## config.mk

```make
export PLATFORM = sky130hd
export DESIGN_NAME = fk_cordic
export DESIGN_NICKNAME = d
export VERILOG_FILES = /design/src/hdl/fk_pkg.sv /design/src/hdl/fk_cordic.sv
export SDC_FILE = /design/constraint.sdc
export NUM_CORES = 2
export LEC_CHECK = 0
export ABC_CLOCK_PERIOD_IN_PS = 4700
export BUFFER_PORTS_ARGS = -buffer_cell sky130_fd_sc_hd__buf_4
export CAP_MARGIN = 20
export CORE_UTILIZATION = 54
export DETAILED_ROUTE_END_ITERATION = 8
export GPL_TIMING_DRIVEN = 0
export PLACE_DENSITY = 0.68
export SLEW_MARGIN = 0
export SYNTH_ARGS = -nofsm -noshare
export SYNTH_HDL_FRONTEND = slang
export SYNTH_SLANG_ARGS = --single-unit
```

## constraint.sdc

```tcl
create_clock -name clk -period 4.7 [get_ports clk]
set_input_delay 0.235 -clock clk [delete_from_list [all_inputs] [get_ports clk]]
set_output_delay 0.235 -clock clk [all_outputs]
set_load 0.1 [all_outputs]
```

## src/hdl/fk_pkg.sv

```systemverilog
// shared types, constants and fixed-point helpers for the limb kinematics block
package fk_pkg;

  // value types
  typedef logic signed [19:0] q_t;    // q15 trig values and their products
  typedef logic signed [31:0] w_t;    // wide arm terms
  typedef logic signed [35:0] acc_t;  // length times q15 accumulators
  typedef logic signed [32:0] cx_t;   // cordic x and y
  typedef logic signed [31:0] cz_t;   // cordic angle, q28
  typedef logic [11:0] len_t;
  typedef logic signed [13:0] pos_t;
  typedef logic signed [15:0] ang_t;

  localparam int NLANE = 6;
  localparam int CORDIC_STEPS = 18;
  localparam int LANE_LAT = CORDIC_STEPS + 2;
  localparam int MERGE_STAGES = 8;

  typedef q_t qv_t [NLANE];
  typedef q_t q3_t [3];
  typedef acc_t a3_t [3];

  // cordic constants
  localparam cz_t PI_Q28 = 32'sd843314857;
  localparam cz_t HALF_PI_Q28 = 32'sd421657428;
  localparam cz_t QUARTER_PI_Q28 = 32'sd210828714;
  localparam cx_t GAIN_Q30 = 33'sd652032874;
  localparam cz_t ATAN_Q28 [CORDIC_STEPS] = '{
    32'sd210828714, 32'sd124459457, 32'sd65760959, 32'sd33381290, 32'sd16755422,
    32'sd8385879, 32'sd4193963, 32'sd2097109, 32'sd1048571, 32'sd524287,
    32'sd262144, 32'sd131072, 32'sd65536, 32'sd32768, 32'sd16384,
    32'sd8192, 32'sd4096, 32'sd2048
  };
  localparam q_t INV_SQRT2 = 20'sd23170;

  // fixed body points
  localparam len_t SHOULDER_HEIGHT = 12'd1600;
  localparam len_t NECK_HEIGHT = 12'd2024;

  // output range
  localparam acc_t POS_MAX = 36'sd8191;
  localparam acc_t POS_MIN = -36'sd8192;

  // register indexes
  typedef logic [2:0] reg_idx_t;
  localparam reg_idx_t REG_THIGH = 3'd0;
  localparam reg_idx_t REG_TIBIA = 3'd1;
  localparam reg_idx_t REG_FOOT = 3'd2;
  localparam reg_idx_t REG_HIP_Y = 3'd3;
  localparam reg_idx_t REG_HIP_Z = 3'd4;
  localparam reg_idx_t REG_UPPER_ARM = 3'd5;
  localparam reg_idx_t REG_LOWER_ARM = 3'd6;
  localparam reg_idx_t REG_SHOULDER_Y = 3'd7;

  // register reset values
  localparam len_t THIGH_RST = 12'd1600;
  localparam len_t TIBIA_RST = 12'd1646;
  localparam len_t FOOT_RST = 12'd723;
  localparam len_t HIP_Y_RST = 12'd800;
  localparam len_t HIP_Z_RST = 12'd1360;
  localparam len_t UPPER_ARM_RST = 12'd1680;
  localparam len_t LOWER_ARM_RST = 12'd895;
  localparam len_t SHOULDER_Y_RST = 12'd1568;

  // chain selector
  typedef enum logic [2:0] {
    CMD_LEFT_LEG    = 3'd0,
    CMD_RIGHT_LEG   = 3'd1,
    CMD_LEFT_ANKLE  = 3'd2,
    CMD_RIGHT_ANKLE = 3'd3,
    CMD_LEFT_ARM    = 3'd4,
    CMD_RIGHT_ARM   = 3'd5,
    CMD_HEAD        = 3'd6
  } cmd_t;

  typedef struct packed {
    len_t thigh;
    len_t tibia;
    len_t foot;
    len_t hip_y;
    len_t hip_z;
    len_t upper_arm;
    len_t lower_arm;
    len_t shoulder_y;
  } fk_cfg_t;

  typedef struct packed {
    logic valid;
    cmd_t cmd;
  } fk_ctl_t;

  // q15 by q15, rounded
  function automatic q_t mqq(q_t a, q_t b);
    logic signed [39:0] pr;
    pr = a * b;
    pr = pr + 40'sd16384;
    return q_t'(pr >>> 15);
  endfunction

  // wide by q15, rounded
  function automatic w_t mqw(w_t a, q_t b);
    logic signed [51:0] pr;
    pr = a * b;
    pr = pr + 52'sd16384;
    return w_t'(pr >>> 15);
  endfunction

  // length times q15, exact
  function automatic acc_t lmul(len_t l, q_t b);
    acc_t la;
    acc_t lb;
    la = {24'd0, l};
    lb = b;
    return la * lb;
  endfunction

  // length scaled to q15
  function automatic acc_t lshift(len_t l);
    acc_t r;
    r = {9'd0, l, 15'd0};
    return r;
  endfunction

  // final rounding and saturation
  function automatic pos_t finish(acc_t a);
    acc_t r;
    r = (a + acc_t'(16384)) >>> 15;
    if (r > POS_MAX) r = POS_MAX;
    if (r < POS_MIN) r = POS_MIN;
    return pos_t'(r);
  endfunction

endpackage

```

## src/hdl/fk_cordic.sv

```systemverilog
// pipelined rotation-mode cordic lane giving sine and cosine of one angle
module fk_cordic import fk_pkg::*; (
  input  logic clk,
  input  logic en,
  input  cz_t  z_in,
  output q_t   sin_out,
  output q_t   cos_out
);

  cx_t  x_r   [CORDIC_STEPS+1];
  cx_t  y_r   [CORDIC_STEPS+1];
  cz_t  z_r   [CORDIC_STEPS+1];
  logic neg_r [CORDIC_STEPS+1];
  cz_t  zf;
  logic negf;
  cx_t  xrnd;
  cx_t  yrnd;
  q_t   cos_nxt;
  q_t   sin_nxt;
  q_t   cos_r;
  q_t   sin_r;

  // fold the angle into the half turn around zero
  always_comb begin
    zf = z_in;
    negf = 1'b0;
    if (z_in > HALF_PI_Q28) begin
      zf = z_in - PI_Q28;
      negf = 1'b1;
    end else if (z_in < -HALF_PI_Q28) begin
      zf = z_in + PI_Q28;
      negf = 1'b1;
    end
  end

  always_ff @(posedge clk) begin
    if (en) begin
      x_r[0] <= GAIN_Q30;
      y_r[0] <= '0;
      z_r[0] <= zf;
      neg_r[0] <= negf;
    end
  end

  // one micro-rotation per stage
  for (genvar i = 0; i < CORDIC_STEPS; i++) begin : g_step
    cx_t xs;
    cx_t ys;
    assign xs = x_r[i] >>> i;
    assign ys = y_r[i] >>> i;
    always_ff @(posedge clk) begin
      if (en) begin
        if (!z_r[i][31]) begin
          x_r[i+1] <= x_r[i] - ys;
          y_r[i+1] <= y_r[i] + xs;
          z_r[i+1] <= z_r[i] - ATAN_Q28[i];
        end else begin
          x_r[i+1] <= x_r[i] + ys;
          y_r[i+1] <= y_r[i] - xs;
          z_r[i+1] <= z_r[i] + ATAN_Q28[i];
        end
        neg_r[i+1] <= neg_r[i];
      end
    end
  end

  // round to q15 and undo the fold
  always_comb begin
    xrnd = (x_r[CORDIC_STEPS] + cx_t'(16384)) >>> 15;
    yrnd = (y_r[CORDIC_STEPS] + cx_t'(16384)) >>> 15;
    cos_nxt = q_t'(xrnd);
    sin_nxt = q_t'(yrnd);
    if (neg_r[CORDIC_STEPS]) begin
      cos_nxt = -cos_nxt;
      sin_nxt = -sin_nxt;
    end
  end

  always_ff @(posedge clk) begin
    if (en) begin
      cos_r <= cos_nxt;
      sin_r <= sin_nxt;
    end
  end

  assign cos_out = cos_r;
  assign sin_out = sin_r;

endmodule

```

======== Yosys cells after proc, flatten, opt, wreduce, memory -nomap -nowiden ========
Memories as Yosys holds them, arrays and structs flattened.
Index checks and enable logic that the tools add are counted.
word-level totals
  register bits ........................... 40
  word-level logic and storage cells ...... 345
  input bits .............................. 34
  memories ................................ 4
  output and inout bits ................... 40
  bits in writable memories ............... 1881
memories
  name   words  width  read ports  clocked after Yosys merged registers in  write ports  RTL line         RTL
  x_r    19     33     19          0                                        19           fk_cordic.sv:10  cx_t x_r [CORDIC_STEPS+1];
  y_r    19     33     19          0                                        19           fk_cordic.sv:11  cx_t y_r [CORDIC_STEPS+1];
  z_r    19     32     18          0                                        19           fk_cordic.sv:12  cz_t z_r [CORDIC_STEPS+1];
  neg_r  19     1      19          0                                        19           fk_cordic.sv:13  logic neg_r [CORDIC_STEPS+1];
operators by class
  bitwise logic cells ..................... 54
  mux-type cells .......................... 170
  magnitude comparators ................... 2
  $add $sub $neg .......................... 113
operators with widths
  kind                                             number
  2-to-1 mux 33 bit                                36
  2-to-1 mux 32 bit                                20
  2-to-1 mux 1 bit                                 112
  adder 33 x 16 -> 33 bit                          2
  adder 33 x 16 -> 33 bit (second input constant)  2
  adder 33 x 17 -> 33 bit                          2
  adder 33 x 18 -> 33 bit                          2
  adder 33 x 19 -> 33 bit                          2
  adder 33 x 20 -> 33 bit                          2
  adder 33 x 21 -> 33 bit                          2
  adder 33 x 22 -> 33 bit                          2
  adder 33 x 23 -> 33 bit                          2
  adder 33 x 24 -> 33 bit                          2
  adder 33 x 25 -> 33 bit                          2
  adder 33 x 26 -> 33 bit                          2
  adder 33 x 27 -> 33 bit                          2
  adder 33 x 28 -> 33 bit                          2
  adder 33 x 29 -> 33 bit                          2
  adder 33 x 30 -> 33 bit                          2
  adder 33 x 31 -> 33 bit                          2
  adder 33 x 32 -> 33 bit                          2
  subtractor 33 x 16 -> 33 bit                     2
  subtractor 33 x 17 -> 33 bit                     2
  subtractor 33 x 18 -> 33 bit                     2
  57 further kinds                                 129

======== Depth between registers and ports, before layout ========
  depth in word-level cells ............... 4
  mapped depth ............................ 21
  gate-level depth less buffers ........... 20

======== Least setup slack after synthesis ========
Ideal clock, no wire load.
  path type ............................... input-to-reg
  from .................................... input en
  to ...................................... memory y_r[4][32] (netlist bit), data pin
  arrival ................................. 4.678 ns
  setup time .............................. 0.260 ns
  buffers on the path ..................... 4
  stages on the path ...................... 18
  path slack .............................. -0.238 ns
  data required time ...................... 4.440 ns
  cells stage by stage .................... clkbuf_1 > clkbuf_1 > nand2_1 > clkbuf_1 > clkbuf_1 > mux2i_1 > fa_1 > a21o_1 > a211oi_1 > o31ai_1 > o31ai_1 > a31oi_1 > o41a_1 > a41o_1 > o41ai_1 > o221ai_1 > a21oi_1 > xnor2_1
RTL lines
  what             RTL line         RTL
  start, declared  fk_cordic.sv:4   input logic en,
  end, declared    fk_cordic.sv:11

==> out/results.tsv <==
stage	metric	value	unit
timing	worst setup margin	-172	ps
final_layout	Nets	15600	
worst_setup_path	critical path class	flip-flop to flip-flop	
placed_design	placed cell area	136000	um^2
die	Core Area	241000	um^2
worst_setup_path	crit path buf inv count	0	
final_layout	most common cell after layout, fill and taps aside	edfxtp_1	
worst_setup_path	Worst path top cell family by delay	simple AND/OR/NAND/NOR gates	
timing	Slew Limit Headroom	26.3	%
synthesis	Cells after Synth	13400	
synthesis	mux contribution to synthesized area	0.893	%
synthesis	cell area after synthesis	131000	um^2
worst_setup_path	crit path DAT	5460	ps
route	routed wire length	380000	um
route	via count	106000	
route	Vias per Instance	6.11	
final_layout	layout cells sized above 1	11.0	%
final_layout	post-route design area	151000	um^2
die	die area	245000	um^2
outcome	failing checks	negative setup slack	
placed_design	Post-DP HPWL	297000	um
synthesis	Synth Area in Adders	14.9	%
placed_design	routability cong.	0.985	
die	Die W	495	um
clock_tree	H-tree levels	4	
route	Avg WL per Cell	21.8	um
route	drt first pass iters	8	
timing	RSZ-0062 raised after global routing	yes	
synthesis	Async SR Flop Fraction	0	%
final_layout	Syn-to-layout area delta	14.7	%
timing	# setup viols final	4	
route	DRC Markers	0	
run	max_cap viols	0	
clock_tree	clock buffer depth	3	
die	Top-Level Pins	74	
timing	Clock Skew	34.3	ps
worst_setup_path	Startpoint Class	flip-flop	
clock_tree	CTS tree	done	
clock_tree	Root Driver	clkbuf_16	
synthesis	largest family of logic cells by synthesized area	compound AO/OA/AOI/OAI gates	
synthesis	Syn Area/Cell	9.78	um^2
synthesis	top_reg_cell synth	edfxtp_1	
synthesis	register area share after synthesis	36.4	%
synthesis	number of synthesized flops with an enable pin	1590	
final_layout	commonest cells after routing, fill and taps aside	edfxtp_1 (1590), ha_1 (1465), xnor2_1 (1319), a21oi_1 (1318), nor2_1 (924)	
clock_tree	worst skew pair latency	870	ps
synthesis	Netlist cell types	92	
route	1st-iter DRT viols	8184	
clock_tree	Inserted Clock Buffers	183	
global_route	Overflow after GRT	0	
final_layout	Final Util	62.5	%
synthesis	synthesis-stage register bit count	1590	
global_route	vias in the first global route	103000	
worst_setup_path	max incr delay on CP	590	ps
placed_design	port bufs	57	
clock_tree	total clock sinks	1590	
worst_setup_path	slowest cell on the critical path	or4_4	
die	initial core utilization	54.5	%
timing	Worst Tran Pin Value	1080	ps
global_route	largest net degree at the start of global routing	74	
worst_setup_path	reg-to-reg slack, setup	-170	ps
outcome	status	complete, but fails checks	
synthesis	complex-gate fraction of the synthesized area	19.8	%
timing	period utilization	104	%
timing	Fin. Hold Viols	0	
worst_setup_path	Worst path most repeated cell	nor4_4	
global_route	first-pass GRT wire length	574000	um
synthesis	Synth Net Count	15000	
global_route	Tot GR Track Use	29.9	%
synthesis	Synth Warn #	0	
worst_setup_path	Critical Path RT	5290	ps
worst_setup_path	crit-path max FO	3	
global_route	initial antenna violation count	18	
timing	Final Max Slew Viols	0	
timing	fmax	205	MHz
route	Routed Antenna Nets	0	
timing	min Tclk post-route	4870	ps
clock_tree	clock-pin slew on the worst setup and hold paths	60	ps
die	Die H	495	um
die	row count	180	
worst_setup_path	Worst Setup End Kind	flip-flop	
worst_setup_path	crit path cell chain	or4_4 > nor4_4 > nand2b_1 > nor4_4 > nor2_1 > xnor2_1 > ha_1 > a21oi_1 > o21ai_1 > a221o_1 > and3_4 > nor3_4 > a21oi_4 > o2111ai_2 > a21oi_2 > or3_4 > xor2_4	
worst_hold_path	type of the most critical hold path	input pin to flip-flop	
synthesis	Simple-Gate Fraction of Synth Area	12.1	%
synthesis	xor/xnor cell area share of the yosys netlist	13.7	%
-- path summary, 6_finish.rpt --
kind | startpoint | to | cells past startpoint
setup / recovery | x_r[17][20] | y_r[18][30] | 17
setup reg to reg | x_r[17][20] | y_r[18][30] | 17
hold / removal | en | z_r[0][7] | 4
hold reg to reg | z_r[11][14] | z_r[12][14] | 0
-- per-layer routing --
metal | track usage [%] | vias to the layer above | routed length (um)
met5 | 0 | - | 69
met4 | 17.2 | 10 | 24000
met3 | 4.09 | 908 | 19800
met2 | 52.0 | 3172 | 185000
met1 | 35.4 | 50900 | 151000
li1 | - | 51400 | -
-- flip-flops by register name (all words and copies together), names as in the netlist --
signal	cells
cos_out	20
z_r	461
neg_r	19
x_r	522
y_r	548
sin_out	20
-- timing repair --
action                                   CTS  global route
pin swaps                                 61           221
buffers inserted                         100           236
hold buffers                              50             0
resized for setup                        491           529
hold endpoints to repair                  91             0
cloned                                     2             2
endpoints found under the setup margin  1203           214
-- metrics by stage --
stage	cells	hold slack (ps)	setup TNS, ps	setup WS [ps]
final	17400	80.6	-462	-172
after global routing	17400	51.6	-3160	-320
after CTS	17200	16.4	-80.8	-28.6
after detailed placement	16700	405	-2898810	-4930
after global placement	16700	402	-7422440	-5110
after floorplan	13400	347	0	11.0
-- logic make-up after synthesis --
kind of cell	after synthesis
DFF	1590
xor gates and xnor gates	2052
AOI/OAI and AO/OA	4066
muxes	112
adders and majority gates	1536
and+or+nand+nor	3290
buffers and inverters	776
-- cell usage after synthesis (all sizes together) (221+ instances only) --
library cell	instances	share of area, %
edfxtp	1590	36
ha	1489	14
a21oi	1379	5.3
xnor2	1349	9.0
nor2	950	2.7
nand2	771	2.2
xor2	702	4.7
a21o	700	4.0
o21ai	675	2.6
inv	543	1.6
nor3	294	1.1
nand3	230	0.88
o21bai	221	1.3
-- layout make-up --
type,count,area [um^2]
multi-input cells,11100,84700
inverters,546,2080
clock buffers,204,4680
flip-flops and latches,1590,47700
diodes,9,22.5
clock inverters,139,1850
well taps,3185,3990
plain buffers,219,1340
repair buffers,475,4170
fillers,19700,90400
-- tightest hold or removal path, cell delays in order --
cell and delay, ps:
buf_16 80, buf_12 90, buf_16 140, buf_12 180
Power is left out: the tool's default activity adds up to more than one toggle a clock period on the data nets, which glitch-free logic cannot reach.
